===== src/hdl/page_mode_framebuffer_blitter_macros.svh =====
// -----------------------------------------------------------------------------
// page_mode_framebuffer_blitter_macros.svh
// Assertion macros shared by the command queue and back end. Clock aclk, reset aresetn.
// -----------------------------------------------------------------------------
`ifndef PAGE_MODE_FRAMEBUFFER_BLITTER_MACROS_SVH
`define PAGE_MODE_FRAMEBUFFER_BLITTER_MACROS_SVH

// Consequent must hold in the same cycle as the antecedent.
`define PMFB_ASSERT_NOW(label, ante, cons, msg) \
    label: assert property (@(posedge aclk) disable iff (!aresetn) \
        (ante) |-> (cons)) else $error(msg);

// Consequent must hold in the cycle after the antecedent.
`define PMFB_ASSERT_NEXT(label, ante, cons, msg) \
    label: assert property (@(posedge aclk) disable iff (!aresetn) \
        (ante) |=> (cons)) else $error(msg);

`endif


===== src/hdl/pmfb_pkg.sv =====
// -----------------------------------------------------------------------------
// pmfb_pkg
// Types and codes shared by the front end, command queue and back end.
// -----------------------------------------------------------------------------
package pmfb_pkg;

    localparam int S_TDATA_W = 48;
    localparam int M_TDATA_W = 8;

    // Input word modes
    localparam logic [2:0] MODE_PIX_WRITE  = 3'd0;
    localparam logic [2:0] MODE_PIX_READ   = 3'd1;
    localparam logic [2:0] MODE_CLEAR      = 3'd2;
    localparam logic [2:0] MODE_BLIT_START = 3'd3;
    localparam logic [2:0] MODE_BLIT_DATA  = 3'd4;

    typedef enum logic [1:0] {
        CMD_SPAN,
        CMD_READ,
        CMD_CLEAR
    } cmd_op_t;

    // One queued job for the back end. A span touches up to eight
    // neighboring columns of one page, all at the same bit.
    typedef struct packed {
        cmd_op_t     op;
        logic        hit;        // read lands on the panel
        logic        color;
        logic [3:0]  act_pages;  // pages to clear
        logic [3:0]  page;
        logic [2:0]  bit_sel;
        logic [8:0]  base_col;
        logic [7:0]  pix_mask;   // bit i draws column base_col + i
    } cmd_t;

    typedef enum logic [2:0] {
        BK_IDLE,
        BK_SPAN,
        BK_READ,
        BK_READ_DONE,
        BK_CLEAR
    } back_state_t;

endpackage


===== src/hdl/pmfb_cmd_fifo.sv =====
// -----------------------------------------------------------------------------
// pmfb_cmd_fifo
// Short command queue between the front end and the back end.
// -----------------------------------------------------------------------------
`include "page_mode_framebuffer_blitter_macros.svh"

module pmfb_cmd_fifo (
    input  logic              aclk,
    input  logic              aresetn,
    input  logic              push,
    input  pmfb_pkg::cmd_t    push_cmd,
    output logic              full,
    input  logic              pop,
    output pmfb_pkg::cmd_t    pop_cmd,
    output logic              empty
);
    import pmfb_pkg::*;

    localparam int DEPTH = 4;
    localparam int PTR_W = $clog2(DEPTH);
    localparam int CNT_W = $clog2(DEPTH + 1);

    cmd_t             entries_reg [DEPTH];
    logic [PTR_W-1:0] wr_ptr_reg, wr_ptr_next;
    logic [PTR_W-1:0] rd_ptr_reg, rd_ptr_next;
    logic [CNT_W-1:0] count_reg, count_next;

    assign full    = (count_reg == CNT_W'(DEPTH));
    assign empty   = (count_reg == '0);
    assign pop_cmd = entries_reg[rd_ptr_reg];

    always_comb begin
        wr_ptr_next = push ? wr_ptr_reg + 1'b1 : wr_ptr_reg;
        rd_ptr_next = pop ? rd_ptr_reg + 1'b1 : rd_ptr_reg;
        count_next  = count_reg + CNT_W'(push) - CNT_W'(pop);
    end

    always_ff @(posedge aclk) begin
        if (!aresetn) begin
            wr_ptr_reg <= '0;
            rd_ptr_reg <= '0;
            count_reg  <= '0;
        end else begin
            wr_ptr_reg <= wr_ptr_next;
            rd_ptr_reg <= rd_ptr_next;
            count_reg  <= count_next;
        end
    end

    always_ff @(posedge aclk) begin
        if (push) begin
            entries_reg[wr_ptr_reg] <= push_cmd;
        end
    end

    `PMFB_ASSERT_NOW(a_no_push_when_full, push, !full, "command pushed into a full queue")
    `PMFB_ASSERT_NOW(a_no_pop_when_empty, pop, !empty, "command popped from an empty queue")
    `PMFB_ASSERT_NOW(a_count_in_range, 1'b1, count_reg <= CNT_W'(DEPTH), "queue count overflow")

endmodule


===== config.mk =====
export PLATFORM = sky130hd
export DESIGN_NAME = pmfb_cmd_fifo
export DESIGN_NICKNAME = d
export VERILOG_FILES = /design/src/hdl/pmfb_pkg.sv /design/src/hdl/pmfb_cmd_fifo.sv
export VERILOG_INCLUDE_DIRS = /design/src /design/src/hdl
export SDC_FILE = /design/constraint.sdc
export NUM_CORES = 1
export LEC_CHECK = 0
export BUFFER_PORTS_ARGS = -buffer_cell sky130_fd_sc_hd__buf_4
export CAP_MARGIN = 20
export CORE_AREA = 2 2 99 101
export DETAILED_ROUTE_END_ITERATION = 6
export DIE_AREA = 0 0 101 103
export HOLD_SLACK_MARGIN = 0.03
export PLACE_DENSITY_LB_ADDON = 0.1
export SLEW_MARGIN = 40
export SYNTH_ARGS = -nofsm -noshare
export SYNTH_HDL_FRONTEND = slang
export SYNTH_SLANG_ARGS = --single-unit

===== constraint.sdc =====
create_clock -name aclk -period 2.35 [get_ports aclk]
set_input_delay 0.235 -clock aclk [delete_from_list [all_inputs] [get_ports aclk]]
set_output_delay 0.235 -clock aclk [all_outputs]
set_load 0.01 [all_outputs]

== Word level (Yosys, flattened, before mapping) ==
Memory sizes are Yosys's and may differ from the RTL's. A register that Yosys moved wholly into a read port is not among the register bits.
Cells that the tools add are included.

* Bits in registers: 7
* RAM bits: 128
* Word-level logic and storage cells: 14
* Memories kept: 1

{| class="wikitable"
|+ Memory list
! name !! depth !! bits a word !! rd ports !! clocked after memory_dff !! write ports !! line !! source
|-
| entries_reg || 4 || 32 || 1 || 1 || 1 || pmfb_cmd_fifo.sv:23 || <nowiki>cmd_t entries_reg [DEPTH];</nowiki>
|}

* $add $sub $neg: 4
* Equal/unequal tests: 1
* Multiplexer cells: 4
* Reductions and logical operators: 1

{| class="wikitable"
|+ Operators by type and width
! cell !! number
|-
| 2-bit by 1-bit adder with 2-bit output (second input constant) || 2
|-
| 2-bit two-way mux || 2
|-
| 3-bit by 1-bit adder with 3-bit output || 1
|-
| 3-bit equality test (second input constant) || 1
|-
| 3-bit logical NOT || 1
|-
| 3-bit by 1-bit subtractor with 3-bit output || 1
|-
| 1-bit two-way mux || 2
|}

== Logic depth before layout (Yosys ltp) ==
Gate-level depths: netlist of the first run.

* Depth in word-level cells: 3
* Depth in mapped cells: 7

== Worst setup path after synthesis of the first run ==
OpenSTA, ideal clock, no wires.

* Path kind: reg2reg
* Start point: register wr_ptr_reg[0]
* End point: memory entries_reg[2][0] in the netlist's numbering, enable pin
* Library setup time: 392 ps
* Arrival: 1332 ps
* Data required time: 1958 ps
* Path slack: 626 ps
* Stages on the path, launching flop included: 4
* Clock period less this slack: 1724 ps
* Cells stage by stage: dfxtp_1 > inv_1 > ha_1 > and2_1

{| class="wikitable"
|+ RTL lines
! item !! line !! source
|-
| start: declaration || pmfb_cmd_fifo.sv:24 || <nowiki>logic [PTR_W-1:0] wr_ptr_reg, wr_ptr_next;</nowiki>
|-
| start signal: assignment || pmfb_cmd_fifo.sv:44 || <nowiki>wr_ptr_reg <= wr_ptr_next;</nowiki>
|-
| end: declaration || pmfb_cmd_fifo.sv:23 ||
|}

No word-level cell before the write port.

==> impl_metrics.ini, run 1 <==
[clocking]
cts_repair_resize_count = 0
clkTransAtPathRegs_ns = 0.06
cts_made_buffers = 17
number_of_buffers_inserted_by_hold_repair_at_cts = 35
postCtsSetupRepairBufs = 0
cts_root_buf = clkbuf_8
cts_num_sinks = 137
clock_tree.buffer_depth = 2
tritoncts = built
worst_skew_pair.late_latency_ns = 0.50
ctsHtreeMaxLevel = 4

[global_route]
met1_usage_pct = 21.9
met3_usage_pct = 5.02
wire_length_of_the_first_global_routing_pass_um = 12800
largest_net_degree_at_the_start_of_global_routing = 33
number_of_antenna_violations_at_the_first_check_in_global_routing = 0
grt_most_used_layer = met2
grt_ovf = 0
globalRouteMet2Util_pct = 29.7
via_count_of_the_first_global_routing_pass = 2473
global_route_usage_over_all_layers_pct = 17.5

[logic_synthesis]
synth-seq-cells = 137
syn-mean-instance-area_um2 = 24.3
synthDistinctLibCells = 20
netlist_area_mm2 = 0.00510
mappedNetlistNets = 253
postSynthCellCount = 210
yosysWarningCount = 0
synth_sequential_area_ratio_pct = 78.9

[worst_setup_path]
critical-path-max-stage-delay_ns = 0.63
timing.rr.end = count_reg[2]
rrSetupSlack_ns = 0.61
endpoint_class_of_the_critical_path = primary output
critical_path_arrival_ns = 1.93
cp_cell_sequence = buf_4 > mux4_1 > buf_4
critical_path_peak_fanout = 15
timing.setup.critical_path_class = register to primary output
timing.reg2reg.worst_path_depth = 7
startpoint_type = register
critical-path-slowest-cell = mux4_1
required_ns = 2.12
crit_end = pop_cmd[31]
cpMostUsedCell = buf_4
worstReg2RegStart = count_reg[0]

[pwr]
power_density_normalized_to_cell_area_mw_per_mm2 = 912
power_leakage_nw = 2.38
fin_total_pwr_mw = 6.11
vdd.ir_drop.worst_v = 0.000587

[place]
post_dp_cell_area_mm2 = 0.00576
gp_congestion = 0.685
port_buffers = 69
detailedPlace.worstSlack_ns = 0.609
post-place-cells = 394
dpl.hpwl_um = 5040

[cells_and_area]
final_cell_mix = 128 x edfxtp_1, 76 x buf_4, 35 x dlygate4sd3_1
drive_gt1_share_pct = 41.8
finalNetCount = 377
postLayoutCellArea_mm2 = 0.00670
largest_reg_flops = 128
layout-area-overhead-vs-synth_pct = 31.3
most_frequent_standard_cell_in_the_layout_excluding_fill_and_tap_cells = edfxtp_1
instances_no_fill = 461
antennaDiodeCount = 0
number_of_fillers_in_the_final_layout = 589

[die]
floorplan.die_area_mm2 = 0.0104
placeableCoreArea_mm2 = 0.00946
placement_rows = 36
die-height_um = 103
design.portCount = 70
floorplan.initialDensity_pct = 53.9
die-width_um = 101

[route]
drt-pass1-iter-count = 6
drt_drc_violations_left = 0
drt-vias-per-instance = 5.27
detail_route.iter0.violations = 119
finalWirelength_um = 8580
antenna_left = 0
routed-via-count = 2429
drt-wirelength-per-cell_um = 18.6

[status]
run_status = complete, no violations

[timing]
fin_skew_ns = 0.00625
slew_viol_final = 0
slew-limit-headroom_pct = 67.0
report.final.setup_viol = 0
layout_worst_path_cycle_share_pct = 92.1
hold_viol = 0
rsz_0062_raised_after_global_routing = false
max_freq_ghz = 0.462
final.setup.worst_slack_ns = 0.186
post-route-min-period_ns = 2.16
setup-tns-final_ns = 0
worst-slew-pin-transition_ns = 0.496

[worst_hold_path]
hold_class = primary input to register

[job]
max-cap-violations = 0
-- worst max-delay path: cells and delay by family, from the launching register on --
family / cells / cell delay [ns]
flops: 1 / 0.33
mux: 1 / 0.63
buf+inv: 2 / 0.47
-- power by group --
group | switching [mW] | leakage [nW] | internal, mW
combinational | 0.291 | 0.848 | 0.377
sequential | 0.0428 | 1.25 | 2.80
clock | 0.975 | 0.278 | 1.62
total | 1.31 | 2.38 | 4.80
-- through the flow --
step / util (%) / hold slack [ns]
floorplan: - / 0.334
global placement: 60.8 / 0.435
detailed placement: 60.9 / 0.438
CTS: 70.8 / 0.449
global route: 70.8 / 0.447
finish: 70.8 / 0.473
-- how the worst min path moves through the flow --
stage	slack (ns)	startpoint	cells after the start	to
3_3_place_gp	0.44	push_cmd[6]	1	entries_reg[2][6]
4_1_cts	0.45	push_cmd[11]	2	entries_reg[0][11]
5_1_grt	0.45	push_cmd[8]	2	entries_reg[1][8]
2_1_floorplan	0.33	push_cmd[0]	0	entries_reg[0][0]
6_report	0.47	push_cmd[30]	2	entries_reg[2][30]
3_5_place_dp	0.44	push_cmd[5]	1	entries_reg[2][5]
-- kinds of logic after synthesis --
logic type,after synthesis,synth area share [%]
flops,137,78.9
mux,33,14.5
buf+inv,14,2.21
simple gates,14,1.47
fa+ha+maj,7,1.86
xor+xnor,3,0.809
compound gates,2,0.294
-- Yosys cell counts --
master	count	share of area [%]
buf_6	1	0.22
a21oi_1	1	0.098
nor2_1	5	0.37
nand3b_1	1	0.15
mux2i_1	1	0.20
xor3_1	1	0.47
nor3_1	1	0.098
and2_1	6	0.74
dfxtp_1	9	3.5
buf_2	3	0.29
inv_1	7	0.52
mux4_2	30	13
a21bo_2	1	0.20
xnor2_1	2	0.34
fa_1	1	0.39
edfxtp_1	128	75
mux4_1	2	1.0
and3_1	1	0.12
buf_12	3	1.2
ha_1	6	1.5
-- metal layers --
| metal | wire (µm) | part of all wire, % | up-vias |
|---|---|---|---|
| met4 | 55 | 0.64 | 0 |
| met1 | 3580 | 42 | 1238 |
| met5 | 0 | 0 | - |
| met2 | 4560 | 53 | 68 |
| li1 | - | - | 1117 |
| met3 | 384 | 4.5 | 6 |
-- final cells by class --
type                    instances  area, µm²  share of cell area (%)
flip-flops and latches        137       4030                    60.1
multi-input cells              59        971                    14.5
repair buffers                112        941                    14.0
clock buffers                  18        418                    6.24
well taps                     114        143                    2.13
inverters                       7       26.3                   0.392
clock inverters                14        174                    2.60
No activity file was read; power rests on OpenSTA's default activity.
==> inputs of run 2 (changes only) <==
--- a/config.mk
+++ b/config.mk
@@ -7,10 +7,11 @@
 export NUM_CORES = 1
 export LEC_CHECK = 0
 export BUFFER_PORTS_ARGS = -buffer_cell sky130_fd_sc_hd__buf_4
-export CAP_MARGIN = 20
-export CORE_AREA = 2 2 99 101
+export CELL_PAD_IN_SITES_DETAIL_PLACEMENT = 0
+export CELL_PAD_IN_SITES_GLOBAL_PLACEMENT = 1
+export CORE_AREA = 2 2 105 107
 export DETAILED_ROUTE_END_ITERATION = 6
-export DIE_AREA = 0 0 101 103
+export DIE_AREA = 0 0 107 109
 export HOLD_SLACK_MARGIN = 0.03
 export PLACE_DENSITY_LB_ADDON = 0.1
 export SLEW_MARGIN = 40
==> impl_metrics.ini, run 2 (synthesized netlist as in run 1, its figures left out) <==
[route]
finalWirelength_um = 8750
drt_drc_violations_left = 0
drt-wirelength-per-cell_um = 17.9
drt-vias-per-instance = 4.98
drt-pass1-iter-count = 4
antenna_left = 0
routed-via-count = 2439
detail_route.iter0.violations = 75

[clocking]
cts_root_buf = clkbuf_8
ctsHtreeMaxLevel = 4
clock_tree.buffer_depth = 2
tritoncts = built
cts_num_sinks = 137
cts_made_buffers = 17
clkTransAtPathRegs_ns = 0.06
worst_skew_pair.late_latency_ns = 0.53

[worst_hold_path]
hold_class = primary input to register
min_from = push_cmd[12]
worstHoldPathCells = 2

[timing]
fin_skew_ns = 0.00868
layout_worst_path_cycle_share_pct = 93.3
hold_viol = 0
worst-slew-pin-transition_ns = 0.533
setup-tns-final_ns = 0
slew-limit-headroom_pct = 64.5
report.final.setup_viol = 0
rsz_0062_raised_after_global_routing = false
final.setup.worst_slack_ns = 0.156
max_freq_ghz = 0.456
post-route-min-period_ns = 2.19
slew_viol_final = 0

[worst_setup_path]
startpoint_type = register
worstReg2RegStart = count_reg[0]
critical_path_peak_fanout = 9
required_ns = 2.12
critical_path_arrival_ns = 1.96
timing.reg2reg.worst_path_depth = 7
endpoint_class_of_the_critical_path = primary output
timing.setup.critical_path_class = register to primary output

[global_route]
grt_ovf = 0
number_of_antenna_violations_at_the_first_check_in_global_routing = 0
global_route_usage_over_all_layers_pct = 16.7
largest_net_degree_at_the_start_of_global_routing = 18
via_count_of_the_first_global_routing_pass = 2604
wire_length_of_the_first_global_routing_pass_um = 13700

[status]
run_status = complete, no violations

[cells_and_area]
postLayoutCellArea_mm2 = 0.00673
most_frequent_standard_cell_in_the_layout_excluding_fill_and_tap_cells = edfxtp_1
final_cell_mix = 128 x edfxtp_1, 78 x buf_4, 35 x dlygate4sd3_1
layout-area-overhead-vs-synth_pct = 31.9
drive_gt1_share_pct = 41.1
antennaDiodeCount = 0
largest_reg_flops = 128
number_of_fillers_in_the_final_layout = 743
finalNetCount = 381

[die]
placeableCoreArea_mm2 = 0.0106
design.portCount = 70
placement_rows = 38
floorplan.initialDensity_pct = 48.1
die-height_um = 109
die-width_um = 107
floorplan.die_area_mm2 = 0.0117

[pwr]
vdd.ir_drop.worst_v = 0.000555
power_density_normalized_to_cell_area_mw_per_mm2 = 879
power_leakage_nw = 2.39

[place]
post_dp_cell_area_mm2 = 0.00584
detailedPlace.worstSlack_ns = 0.572
port_buffers = 69
dpl.hpwl_um = 5450
gp_congestion = 0.704

[job]
max-cap-violations = 0
==> run 2: stage by stage <==
stage | cells | utilization [%] | hold WS, ns | power [mW]
final | 490 | 63.4 | 0.448 | 5.91
after global routing | 490 | 63.4 | 0.436 | 6.15
after CTS | 490 | 63.4 | 0.410 | 6.01
after detailed placement | 424 | 55.1 | 0.440 | 3.55
after global placement | 424 | 55.1 | 0.436 | 3.54
after floorplan | 210 | - | 0.334 | 3.25
==> run 2: worst max-delay path: stages (launching register included) <==
cell and delay, ns:
dfxtp_4 0.44, buf_4 0.26, mux4_1 0.57, buf_4 0.16
==> run 2: worst paths after layout <==
kind / end / slack, ns
worst max-delay path: pop_cmd[28] / 0.16
worst min register to register: register / 0.54
worst min-delay path: entries_reg[2][12] / 0.45
worst max register to register: count_reg[2] / 0.63
==> run 2: layer usage <==
| metal | vias up | part of all wire, % | GRT usage (%) |
|---|---|---|---|
| li1 | 1129 | - | - |
| met3 | 11 | 4.7 | 6.63 |
| met4 | 0 | 1.1 | 7.51 |
| met5 | - | 0 | 0 |
| met1 | 1242 | 41 | 19.3 |
| met2 | 57 | 53 | 27.9 |
==> run 2: report_power, final <==
group	switching, mW	internal [mW]
logic	0.286	0.389
registers	0.0500	2.81
clock network	0.905	1.48
==> run 2: what timing repair did <==
item | in CTS | in global routing
endpoints found under the hold margin | 136 | 0
gates resized for setup | 1 | 0
buffers inserted | 0 | 0
endpoints found under the setup margin | 1 | 0
hold buffers | 35 | 0
==> run 2: final cells by class <==
cell class	instances	area [µm²]	share of cell area [%]
flip-flops and latches	137	4030	59.9
clock inverters	12	109	1.62
inverters	7	26.3	0.391
clock buffers	19	422	6.27
repair buffers	116	996	14.8
well taps	140	175	2.60
multi-input cells	59	970	14.4
