`src/hdl/page_mode_framebuffer_blitter_macros.svh`:
```
// -----------------------------------------------------------------------------
// page_mode_framebuffer_blitter_macros.svh
// Assertion macros shared by the command queue and back end. Clock aclk, reset aresetn.
// -----------------------------------------------------------------------------
`ifndef PAGE_MODE_FRAMEBUFFER_BLITTER_MACROS_SVH
`define PAGE_MODE_FRAMEBUFFER_BLITTER_MACROS_SVH

// Consequent must hold in the same cycle as the antecedent.
`define PMFB_ASSERT_NOW(label, ante, cons, msg) \
    label: assert property (@(posedge aclk) disable iff (!aresetn) \
        (ante) |-> (cons)) else $error(msg);

// Consequent must hold in the cycle after the antecedent.
`define PMFB_ASSERT_NEXT(label, ante, cons, msg) \
    label: assert property (@(posedge aclk) disable iff (!aresetn) \
        (ante) |=> (cons)) else $error(msg);

`endif

```
`src/hdl/pmfb_pkg.sv`:
```
// -----------------------------------------------------------------------------
// pmfb_pkg
// Types and codes shared by the front end, command queue and back end.
// -----------------------------------------------------------------------------
package pmfb_pkg;

    localparam int S_TDATA_W = 48;
    localparam int M_TDATA_W = 8;

    // Input word modes
    localparam logic [2:0] MODE_PIX_WRITE  = 3'd0;
    localparam logic [2:0] MODE_PIX_READ   = 3'd1;
    localparam logic [2:0] MODE_CLEAR      = 3'd2;
    localparam logic [2:0] MODE_BLIT_START = 3'd3;
    localparam logic [2:0] MODE_BLIT_DATA  = 3'd4;

    typedef enum logic [1:0] {
        CMD_SPAN,
        CMD_READ,
        CMD_CLEAR
    } cmd_op_t;

    // One queued job for the back end. A span touches up to eight
    // neighboring columns of one page, all at the same bit.
    typedef struct packed {
        cmd_op_t     op;
        logic        hit;        // read lands on the panel
        logic        color;
        logic [3:0]  act_pages;  // pages to clear
        logic [3:0]  page;
        logic [2:0]  bit_sel;
        logic [8:0]  base_col;
        logic [7:0]  pix_mask;   // bit i draws column base_col + i
    } cmd_t;

    typedef enum logic [2:0] {
        BK_IDLE,
        BK_SPAN,
        BK_READ,
        BK_READ_DONE,
        BK_CLEAR
    } back_state_t;

endpackage

```
`src/hdl/pmfb_front.sv`:
```
// -----------------------------------------------------------------------------
// pmfb_front
// Accepts input words, clips them and turns them into back-end commands.
// Holds the panel height register and the blit cursor.
// -----------------------------------------------------------------------------
module pmfb_front #(
    parameter int SCREEN_COLUMNS = 128,
    parameter int MAX_ROWS       = 64
) (
    input  logic                             aclk,
    input  logic                             aresetn,
    input  logic                             s_tvalid,
    output logic                             s_tready,
    input  logic [pmfb_pkg::S_TDATA_W-1:0]   s_tdata,
    input  logic                             cfg_we,
    input  logic [6:0]                       cfg_wdata,
    input  logic                             init_done,
    input  logic                             q_full,
    output logic                             q_push,
    output pmfb_pkg::cmd_t                   q_push_cmd
);
    import pmfb_pkg::*;

    localparam int PAGES = MAX_ROWS / 8;

    logic [6:0] ph_reg, ph_next;
    logic [7:0] org_col_reg, org_col_next;
    logic [7:0] org_row_reg, org_row_next;
    logic [7:0] bw_reg, bw_next;
    logic [7:0] bh_reg, bh_next;
    logic       bcolor_reg, bcolor_next;
    logic [4:0] bir_reg, bir_next;
    logic [7:0] row_cnt_reg, row_cnt_next;

    logic [2:0] f_mode;
    logic [7:0] f_x, f_y, f_w, f_h, f_data;
    logic       f_color;
    logic       accept;
    logic [3:0] act_pages;
    logic       pix_hit;
    logic       blit_on;
    logic [8:0] y_abs;
    logic       y_hit;
    logic [8:0] blit_base;
    logic [7:0] blit_mask;
    logic [5:0] per_row;
    logic [5:0] bir_inc;
    logic [7:0] bx;
    logic [8:0] colv;

    assign f_mode  = s_tdata[2:0];
    assign f_x     = s_tdata[10:3];
    assign f_y     = s_tdata[18:11];
    assign f_color = s_tdata[19];
    assign f_w     = s_tdata[27:20];
    assign f_h     = s_tdata[35:28];
    assign f_data  = s_tdata[43:36];

    assign s_tready = init_done && !q_full;
    assign accept   = s_tvalid && s_tready;

    always_comb begin
        bx = 8'd0;
        colv = 9'd0;
        // drop height bits below a page, saturate at the store height
        if ({1'b0, ph_reg[6:3]} > 5'(PAGES)) begin
            act_pages = 4'(PAGES);
        end else begin
            act_pages = ph_reg[6:3];
        end
        pix_hit = ({1'b0, f_x} < 9'(SCREEN_COLUMNS)) && ({1'b0, f_y[7:3]} < {2'b0, act_pages});

        blit_on   = (bw_reg != 8'd0) && (row_cnt_reg < bh_reg);
        y_abs     = {1'b0, org_row_reg} + {1'b0, row_cnt_reg};
        y_hit     = y_abs[8:3] < {2'b0, act_pages};
        blit_base = {1'b0, org_col_reg} + {1'b0, bir_reg, 3'b000};
        for (int i = 0; i < 8; i++) begin
            bx = {bir_reg, 3'(i)};
            colv = blit_base + 9'(i);
            blit_mask[i] = f_data[7 - i] && (bx < bw_reg) && (colv < 9'(SCREEN_COLUMNS))
                           && y_hit && blit_on;
        end
        per_row = 6'(({1'b0, bw_reg} + 9'd7) >> 3);
        bir_inc = {1'b0, bir_reg} + 6'd1;

        ph_next      = ph_reg;
        org_col_next = org_col_reg;
        org_row_next = org_row_reg;
        bw_next      = bw_reg;
        bh_next      = bh_reg;
        bcolor_next  = bcolor_reg;
        bir_next     = bir_reg;
        row_cnt_next = row_cnt_reg;
        if (cfg_we) begin
            ph_next = cfg_wdata;
        end

        q_push = 1'b0;
        q_push_cmd.op        = CMD_SPAN;
        q_push_cmd.hit       = pix_hit;
        q_push_cmd.color     = f_color;
        q_push_cmd.act_pages = act_pages;
        q_push_cmd.page      = f_y[6:3];
        q_push_cmd.bit_sel   = f_y[2:0];
        q_push_cmd.base_col  = {1'b0, f_x};
        q_push_cmd.pix_mask  = 8'h01;

        if (accept) begin
            case (f_mode)
                MODE_PIX_WRITE: begin
                    q_push = pix_hit;
                end
                MODE_PIX_READ: begin
                    q_push = 1'b1;
                    q_push_cmd.op = CMD_READ;
                end
                MODE_CLEAR: begin
                    q_push = 1'b1;
                    q_push_cmd.op = CMD_CLEAR;
                end
                MODE_BLIT_START: begin
                    org_col_next = f_x;
                    org_row_next = f_y;
                    bw_next      = f_w;
                    bh_next      = f_h;
                    bcolor_next  = f_color;
                    bir_next     = 5'd0;
                    row_cnt_next = 8'd0;
                end
                MODE_BLIT_DATA: begin
                    q_push = |blit_mask;
                    q_push_cmd.color    = bcolor_reg;
                    q_push_cmd.page     = y_abs[6:3];
                    q_push_cmd.bit_sel  = y_abs[2:0];
                    q_push_cmd.base_col = blit_base;
                    q_push_cmd.pix_mask = blit_mask;
                    // advance the cursor, wrap to the next row at the padded width
                    if (blit_on) begin
                        if (bir_inc >= per_row) begin
                            bir_next     = 5'd0;
                            row_cnt_next = row_cnt_reg + 8'd1;
                        end else begin
                            bir_next = bir_inc[4:0];
                        end
                    end
                end
                default: begin
                    q_push = 1'b0;
                end
            endcase
        end
    end

    always_ff @(posedge aclk) begin
        if (!aresetn) begin
            ph_reg      <= 7'd64;
            org_col_reg <= 8'd0;
            org_row_reg <= 8'd0;
            bw_reg      <= 8'd0;
            bh_reg      <= 8'd0;
            bcolor_reg  <= 1'b0;
            bir_reg     <= 5'd0;
            row_cnt_reg <= 8'd0;
        end else begin
            ph_reg      <= ph_next;
            org_col_reg <= org_col_next;
            org_row_reg <= org_row_next;
            bw_reg      <= bw_next;
            bh_reg      <= bh_next;
            bcolor_reg  <= bcolor_next;
            bir_reg     <= bir_next;
            row_cnt_reg <= row_cnt_next;
        end
    end

endmodule

```
`config.mk`:
```
export PLATFORM = sky130hd
export DESIGN_NAME = pmfb_front
export DESIGN_NICKNAME = d
export VERILOG_FILES = /design/src/hdl/page_mode_framebuffer_blitter_macros.svh /design/src/hdl/pmfb_pkg.sv /design/src/hdl/pmfb_front.sv
export SDC_FILE = /design/constraint.sdc
export NUM_CORES = 1
export LEC_CHECK = 0
export ABC_AREA = 1
export BUFFER_PORTS_ARGS = -buffer_cell sky130_fd_sc_hd__buf_2
export CAP_MARGIN = 20
export CORE_MARGIN = 5
export CORE_UTILIZATION = 50
export DETAILED_ROUTE_END_ITERATION = 16
export PLACE_DENSITY = 0.89
export SLEW_MARGIN = 20
export SYNTH_ARGS = -nofsm -noshare
export SYNTH_HDL_FRONTEND = slang
export SYNTH_SLANG_ARGS = --single-unit
```
`constraint.sdc`:
```
create_clock -name aclk -period 3.3 [get_ports aclk]
set_input_delay 0.825 -clock aclk [delete_from_list [all_inputs] [get_ports aclk]]
set_output_delay 0.825 -clock aclk [all_outputs]
set_load 0.1 [all_outputs]
```
## After elaboration in Yosys (flattened, before gate mapping)

Index checks and enable logic that the tools add are counted.

| storage, ports and cells | value |
|---|---|
| output and inout port bits | 34 |
| word-level logic and storage cells | 108 |
| input port bits | 61 |
| register bits | 53 |

| operators by class | value |
|---|---|
| add/subtract/negate cells | 12 |
| reductions and logical operators | 45 |
| magnitude comparators | 22 |
| multiplexer cells | 15 |
| equality and inequality tests | 6 |

Operators with widths:

| operator | number |
|---|---|
| 8-bit less-than comparator | 9 |
| 9-bit by 8-bit less-than comparator with 1-bit output (second input constant) | 8 |
| 24-bit two-way mux | 2 |
| 9-bit by 3-bit adder with 9-bit output (second input constant) | 4 |
| 1-bit logical AND | 36 |
| 8-bit by 8-bit adder with 9-bit output | 2 |
| 9-bit by 2-bit adder with 9-bit output (second input constant) | 2 |
| 8-bit two-way mux | 2 |
| 8-bit case mux with 2 select lines | 1 |
| 5-bit two-way mux | 2 |
| 5-bit case mux with 2 select lines | 1 |
| 8-bit by 3-bit adder with 9-bit output (second input constant) | 1 |
| 9-bit by 1-bit adder with 9-bit output (second input constant) | 1 |
| 8-bit by 1-bit adder with 8-bit output (second input constant) | 1 |
| 8-bit less-than comparator (second input constant) | 1 |
| 8-bit nonzero test | 1 |
| 8-bit OR reduction | 1 |
| 5-bit by 1-bit adder with 6-bit output (second input constant) | 1 |
| 3-bit by 2-bit equality test with 1-bit output (second input constant) | 2 |
| 6-bit greater-or-equal comparator | 1 |
| 6-bit by 4-bit less-than comparator with 1-bit output | 1 |
| 5-bit by 4-bit less-than comparator with 1-bit output | 1 |
| 4-bit greater-than comparator (second input constant) | 1 |
| 4-bit two-way mux | 1 |
| 14 further kinds | 17 |

## Logic depth before layout (Yosys ltp)

Gate-level depths: netlist of run 1.

| logic depth | value |
|---|---|
| depth in word-level cells | 9 |
| depth in mapped cells | 20 |
| mapped depth without buffers | 20 |

## Worst setup path after synthesis of run 1

No wires, ideal clock.

| path | value |
|---|---|
| path kind | input to output |
| from | input port init_done |
| to | output port q_push_cmd[1] in the netlist's numbering |
| stages | 7 |
| slack | -3.493 ns |
| required time | 2.475 ns |
| arrival time | 5.968 ns |
| path buffers | 1 |
| cell sequence | inv_1 -> nor2_1 -> nand2_1 -> nor2_1 -> buf_2 -> inv_1 -> nor4_1 |

RTL lines:

| what | RTL line | RTL |
|---|---|---|
| start: declaration | pmfb_front.sv:17 | `input logic init_done,` |
| end: declaration | pmfb_front.sv:20 | `output pmfb_pkg::cmd_t q_push_cmd` |

## Worst setup path after layout of run 1

| path | value |
|---|---|
| from | register row_cnt_reg[0] |
| to | output port q_push |

| between the ends | value |
|---|---|
| cells in the longest elaborated chain, start to end | 7 |
| elaborated cells between the ends (all ways) | 23 |
| classes of those cells | add/sub (1); order compare (2); mux (2); reduce/logical (18) |

Ends and longest elaborated chain:

| what | RTL line | RTL |
|---|---|---|
| start: declaration | pmfb_front.sv:33 | `logic [7:0] row_cnt_reg, row_cnt_next;` |
| start signal: assignment | pmfb_front.sv:172 | `row_cnt_reg <= row_cnt_next;` |
| 8-bit by 8-bit adder with 9-bit output | pmfb_front.sv:74 | `y_abs = {1'b0, org_row_reg} + {1'b0, row_cnt_reg};` |
| 6-bit by 4-bit less-than comparator with 1-bit output | pmfb_front.sv:75 | `y_hit = y_abs[8:3] < {2'b0, act_pages};` |
| 1-bit logical AND (2 in a row) | pmfb_front.sv:81 | `&& y_hit && blit_on;` |
| 8-bit OR reduction (*) | pmfb_front.sv:131 | `q_push = \|blit_mask;` |
| 1-bit case mux with 3 select lines (*) | pmfb_front.sv:109 | `case (f_mode)` |
| 1-bit two-way mux (*) | pmfb_front.sv:108 | `if (accept) begin` |
| end: declaration | pmfb_front.sv:19 | `output logic q_push,` |

Mark *: on every way between the ends. The rest lies on a longest branch, timed or not.

==> impl_results.md, run 1 <==
* Number of vias per cell at 5.94
* Synth-to-layout area growth at 51.0%
* Htree depth at 2
* Top-Level Pins at 95
* Hold Crit Class: flop to flop
* Bufs and invs on worst path at 4
* Total global routing track utilization at 28.9%
* Metal-1 WL at 5320 um
* Area of the core at 8130 um2
* Worst setup path class: flop to primary output
* Max Slew Vio Count at 0
* FF+latch count, synth at 50
* Wire length per cell at 17.3 um
* CP required at 2.47 ns
* Family with the most delay on the worst path: simple AND/OR/NAND/NOR gates
* Post-synthesis area per instance at 6.40 um2
* Critical-path top delay cell: dfxtp_2
* Share of cells above drive strength 1 at 32.3%
* Worst-Margin Slew at 0.504 ns
* DIE HEIGHT at 101 um
* Longest Clk Path Bufs at 2
* Vias post-DR at 5,370
* Initial antenna violation count at 0
* Hold Buf Count CTS at 0
* Netlist cell types at 43
* Fmax at 0.246 GHz
* Pre-CTS setup slack at -0.608 ns
* Number of buffers created by CTS at 5
* R2R Path End: row_cnt_reg[6]$_SDFFE_PN0P_
* Worst Skew at 0.00868 ns
* RSZ-0062 raised after global routing: yes
* Post-synthesis async set-or-reset flop share at 0%
* Layout Nets at 901
* Die area at 10,200 um2
* Skew-Pair Late Insertion Delay at 0.33 ns
* Max-Cap Viols at 0
* R2R Path Start: bw_reg[0]$_SDFFE_PN0P_
* Hold endpoint: bh_reg[7]$_SDFFE_PN0P_
* Global placer's final weighted congestion at 1.02
* Worst Reg-to-Reg Cells at 18
* Pre-antenna DRT Iters at 5
* Synthesized area at 4140 um2
* Post-synthesis instance total at 647
* Final-report hold violation count at 0
* Initial Utilization at 50.9%
* Reg clk slew, reported paths at 0.11 ns
* Leakage at 2.98 nW
* DR WL met3 at 1500 um
* Port Buf Inserts at 87
* Post-route setup slack at -0.769 ns
* Total grt overflow at 0
* Outcome: finished, violations left
* Min Hold Slack at 0.477 ns
* Top Metal Used: met4
* Die W at 101 um
* R2R Setup Slk at 0.39 ns
* Global-route wire length before repair at 23,800 um
* Routed Antenna Nets at 0
* ANT cells at 0
* Drt drc at 0
* TritonCTS Sinks at 50
* Post-synth EDFFs at 0
* Top_reg_cell synth: dfxtp_1
* Hold depth at 2
* Worst EP arrival at 3.24 ns
* Dpl hpwl at 11,200 um
* Worst IR drop on VDD at 156 uV
* Pwr/cell area at 243 nW/um2
* Total routed wirelength at 15,600 um
* Crit. End Element: primary output
* Core Rows at 33
* Final Cycle Share at 123%
* Net Count, Synth at 750
* Yosys warns at 0
* DR iter-0 viols at 327
* Slew HR at 66.7%
* Failing checks: setup timing
* Met2 wire len at 7680 um
* Vias in the first global route at 5,485
* Crit path max fanout at 6
* Pin count of the biggest net entering global routing at 50
* Setup Viol. Count Final at 10
* Setup_tns at -5.39 ns
* Sequential share of the synthesized area at 24.2%
* CTS tree: yes
* Min cycle time layout at 4.07 ns
* CTS root buf: clkbuf_8
* Worst Hold Launch: bh_reg[7]$_SDFFE_PN0P_
* Slowest cell delay on critical path at 0.38 ns
* Crit path cell chain: ha_4 -> inv_2 -> fa_2 -> inv_2 -> nand4_1 -> nand3_2 -> xnor2_2 -> inv_2 -> ha_4 -> nand2_2 -> nand3_2 -> a21oi_2 -> nand2_2 -> nor2_4 -> nand3_2 -> nand2_1 -> nor2_1 -> nand2_1 -> nand2_2 -> a21oi_4 -> buf_12
* Worst setup SP type: flop
## cell type report
cell class              instances  area [um2]
inverters                      92         364
clock buffers                   5        68.8
well taps                     105         131
flip-flops and latches         50        1000
clock inverters                 3        28.8
repair buffers                162        1470
repair inverters                1        5.00
fillers                       487        1890
multi-input cells             486        3180
## kinds of logic (layout without fill, tap and decap cells)
kind of cell	Yosys count	in the layout	share of synthesized area, %
simple gates	294	294	31.4
compound gates	141	141	18.8
buf+inv	111	263	10.6
flops	50	50	24.2
fa+ha+maj	42	42	13.1
xor+xnor	9	9	1.91
## cells in the mapped netlist, types with 3 or more instances
| master | n | area, um2 |
|---|---|---|
| nand3_1 | 52 | 260 |
| nand2_1 | 130 | 488 |
| a21oi_1 | 55 | 275 |
| clkbuf_1 | 14 | 52.6 |
| inv_2 | 3 | 11.3 |
| nor2_4 | 4 | 45.0 |
| nor2_1 | 73 | 274 |
| ha_1 | 40 | 500 |
| xnor2_1 | 3 | 26.3 |
| dfxtp_1 | 50 | 1000 |
| o21ai_1 | 6 | 30.0 |
| a211oi_1 | 7 | 52.6 |
| nor3_1 | 13 | 65.1 |
| xor2_1 | 6 | 52.6 |
| inv_1 | 87 | 327 |
| nand4_1 | 7 | 43.8 |
| nand2_2 | 3 | 18.8 |
| o21ai_0 | 58 | 290 |
## report_power, final
part	internal (mW)	leakage [nW]	switching, mW
registers	0.614	0.406	0.00715
logic	0.169	2.52	0.307
clock network	0.158	0.0502	0.260
total	0.941	2.98	0.575
## worst max-delay path by stage
stage	startpoint	endpoint	slack [ns]	cells past startpoint
2_1_floorplan	row_cnt_reg[0]$_SDFFE_PN0P_	q_push_cmd[1]	-0.73	14
3_3_place_gp	row_cnt_reg[0]$_SDFFE_PN0P_	q_push	-0.40	21
3_5_place_dp	row_cnt_reg[0]$_SDFFE_PN0P_	q_push	-0.61	21
4_1_cts	row_cnt_reg[0]$_SDFFE_PN0P_	q_push	-0.73	21
5_1_grt	row_cnt_reg[0]$_SDFFE_PN0P_	q_push	-0.93	21
6_report	row_cnt_reg[0]$_SDFFE_PN0P_	q_push	-0.77	21
## through the flow
stage          util (%)  total power, mW  std cells  cell area, um2
3_3_place_gp       73.4             1.07        887            5970
6_report           76.8             1.52        904            6250
4_1_cts            75.3             1.49        897            6130
2_1_floorplan         -            0.921        647            4620
5_1_grt            76.8             1.57        904            6250
3_5_place_dp       73.4             1.09        887            5970
## repair_timing
action / CTS / global route
gates resized for setup: 10 / 10
endpoints found under the setup margin: 9 / 26
setup buffers: 3 / 4
pin swaps: 12 / 1
cloned: 0 / 3
## layer usage
layer / track usage (%) / vias to the layer above
met3: 5.95 / 132
met5: 0 / -
met4: 20.9 / 0
li1: - / 2436
met2: 51.0 / 381
met1: 30.3 / 2421
## cell usage in the layout (no fill, tap or decap), types with 3 or more instances in the layout
cell type  synthesis  layout
nor2_2             2       6
dfxtp_1           50      48
buf_4              1      67
xor2_1             6       6
nor3_4             0       3
o21ai_0           58      47
a211oi_1           7       6
o21ai_1            6       6
buf_12             0      28
o21ai_4            1      11
clkbuf_8           0       5
inv_2              3       7
buf_6              2       5
a21oi_2            2       3
nand3_1           52      44
nand3_2            2       8
a21oi_1           55      53
nor2_1            73      62
ha_1              40      38
nor3_1            13      10
nand2_4            1       3
nand2_8            0       5
nand3_4            1       3
nand4_1            7       7
buf_2              2      60
nand2_2            3       9
nand2_1          130     117
inv_1             87      81
nor2_4             4      11
## worst register-to-register path: stages, from the launching register on
cell	delay [ns]
dfxtp_1	0.36
nor2_2	0.25
nand2_1	0.09
nand2_1	0.16
nor2_1	0.06
nand2_1	0.09
inv_1	0.06
nand3_1	0.10
nand2_1	0.09
ha_1	0.28
nand2_1	0.09
inv_1	0.07
o211ai_1	0.10
o211a_1	0.18
nand2_1	0.10
o21ai_4	0.26
nor3_1	0.11
o21ai_0	0.25
nor2_1	0.10
No activity file was read; power rests on OpenSTA's default activity.
==> run 2: changes to the inputs <==
Settings changed: CORE_UTILIZATION 50 to 55, PLACE_DENSITY 0.89 to 0.92, TNS_END_PERCENT set to 5.
Clock period 3.3 ns to 4.45 ns, I/O delays scaled along.
==> impl_results.md, run 2 (synthesis gave the netlist of run 1 again) <==
* Worst Reg-to-Reg Cells at 18
* R2R Setup Slk at 1.79 ns
* Core Rows at 31
* Initial Utilization at 56.7%
* Fillers at 548
* Pin count of the biggest net entering global routing at 51
* Post-route setup slack at 0.0787 ns
* Global-route wire length before repair at 21,700 um
* Initial antenna violation count at 0
* CTS tree: yes
* Crit path cell chain: ha_1 -> nand2_1 -> inv_1 -> nand4_1 -> nand3_2 -> xnor2_2 -> inv_2 -> ha_4 -> nand2_2 -> nand3_2 -> a21oi_2 -> nand2_2 -> nor2_4 -> nand3_2 -> nand2_2 -> nor2_2 -> nand2_1 -> nand2_1 -> a21oi_2 -> buf_12
* Fmax at 0.229 GHz
* TritonCTS Sinks at 50
* DP Area at 5100 um2
* Hold Buf Count CTS at 0
* Htree depth at 2
* Multi-input gate area at 2960 um2
* Wire length per cell at 15.8 um
* Hold Crit Class: flop to flop
* Final-report hold violation count at 0
* Top-Level Pins at 95
* Leakage at 2.57 nW
* Fin area at 5380 um2
* Final Cycle Share at 98.2%
* Total routed wirelength at 13,200 um
* Slowest cell delay on critical path at 0.38 ns
* Layout Nets at 840
* Final cell count without fillers at 837
* Number of buffers created by CTS at 5
* Routed Antenna Nets at 0
* DP Cell Count at 819
* Most frequent cells in the layout: 127 x nand2_1, 83 x inv_1, 68 x buf_2
* RSZ-0062 raised after global routing: yes
* Vias in the first global route at 4,730
* Bufs and invs on worst path at 3
* Pwr/cell area at 197 nW/um2
* Worst Skew at 0.00288 ns
* Critical-path top delay cell: dfxtp_2
* R2R Path Start: bw_reg[1]$_SDFFE_PN0P_
* DIE HEIGHT at 96.7 um
* CP required at 3.34 ns
* Area of the core at 7290 um2
* Max Slew Vio Count at 0
* Total grt overflow at 0
* Pre-CTS setup slack at 0.117 ns
* DR iter-0 viols at 334
* CTS root buf: clkbuf_8
* Total global routing track utilization at 27.3%
* Worst EP arrival at 3.26 ns
* Global placer's final weighted congestion at 0.887
* Synth-to-layout area growth at 30.1%
* R2R Path End: bir_reg[1]$_SDFFE_PN0P_
* Die area at 9360 um2
* ANT cells at 0
* Die W at 96.7 um
* Worst Hold Launch: bh_reg[2]$_SDFFE_PN0P_
* GRT busiest layer: met2
* Worst-Margin Slew at 0.618 ns
* Outcome: finished, final reports clean
* Worst IR drop on VDD at 174 uV
* Setup Viol. Count Final at 0
* Port Buf Inserts at 87
* Number of vias per cell at 5.76
* Hold endpoint: bh_reg[2]$_SDFFE_PN0P_
* Vias post-DR at 4,822
* Met1 Track Usage GR at 30.8%
* Worst setup path class: flop to primary output
* Longest Clk Path Bufs at 2
* Total power at 1.06 mW
* Slew HR at 58.8%
* Pre-antenna DRT Iters at 5
* Hold depth at 2
* Reg clk slew, reported paths at 0.11 ns
* Met3 Usage GRT at 4.10%
* Skew-Pair Late Insertion Delay at 0.32 ns
* Met2 usage at 50.4%
* Commonest non-fill, non-tap cell in the layout: nand2_1
* Max-Cap Viols at 0
* Drt drc at 0
* Share of cells above drive strength 1 at 24.8%
* Crit path max fanout at 6
* Worst setup SP type: flop
* Crit. End Element: primary output
* Family with the most delay on the worst path: simple AND/OR/NAND/NOR gates
* FF/Latch Area at 1010 um2
* Dpl hpwl at 9650 um
* Min cycle time layout at 4.37 ns
==> run 2: changes by cell type in the layout (fill, tap and decap cells not counted), moves of 6 or more <==
| cell | change |
|---|---|
| buf_4 | -53 |
| nor2_4 | -6 |
| buf_2 | +8 |
| nand2_1 | +10 |
| buf_12 | -8 |
==> run 2: layout make-up <==
| cell class | count | area share (%) |
|---|---|---|
| Clock inverter | 3 | 0.535 |
| Sequential cell | 50 | 18.8 |
| Multi-Input combinational cell | 486 | 54.9 |
| Inverter | 92 | 6.46 |
| Tap cell | 99 | 2.30 |
| Clock buffer | 5 | 1.28 |
| Timing Repair Buffer | 102 | 15.7 |
==> run 2: layer usage <==
layer | part of all wire (%) | wire length [um]
met1 | 38 | 5000
met2 | 51 | 6750
met3 | 6.5 | 857
met4 | 4.7 | 619
met5 | 0 | 0
==> run 2: where the power goes <==
part	switching (mW)	internal (mW)
combinational	0.203	0.0891
sequential	0.00628	0.455
clock	0.188	0.117
==> run 2: per-stage QoR <==
stage	TNS [ns]	util [%]	hold WS, ns
5_1_grt	-0.127	73.8	0.504
2_1_floorplan	-3.96	-	0.435
3_3_place_gp	0	70.0	0.454
3_5_place_dp	0	70.0	0.464
4_1_cts	0	72.9	0.481
6_report	0	73.8	0.477
==> run 2: worst register-to-register path: cells and delay by family (launching register included) <==
kind	cells	cell delay [ns]
AO/OA/AOI/OAI	4	0.58
flip-flops	1	0.45
adder cells (fa/ha/maj)	1	0.27
buffers and inverters	2	0.15
AND/OR/NAND/NOR	11	1.12
==> run 2: repair_timing <==
action | 4_1_cts | 5_1_grt
gates resized for setup | 15 | 17
endpoints found under the setup margin | 4 | 6
buffers inserted | 7 | 3
pin swaps | 10 | 12
==> run 2: worst max path at each step <==
stage | slack, ns | cells after the start | end | startpoint
4_1_cts | 0.003 | 21 | q_push | org_row_reg[0]$_SDFFE_PN0P_
3_3_place_gp | 0.25 | 21 | q_push | row_cnt_reg[0]$_SDFFE_PN0P_
5_1_grt | -0.10 | 20 | q_push | row_cnt_reg[5]$_SDFFE_PN0P_
6_report | 0.08 | 20 | q_push | row_cnt_reg[4]$_SDFFE_PN0P_
2_1_floorplan | -0.38 | 14 | q_push | ph_reg[3]$_SDFFE_PN0P_
3_5_place_dp | 0.12 | 21 | q_push | row_cnt_reg[0]$_SDFFE_PN0P_
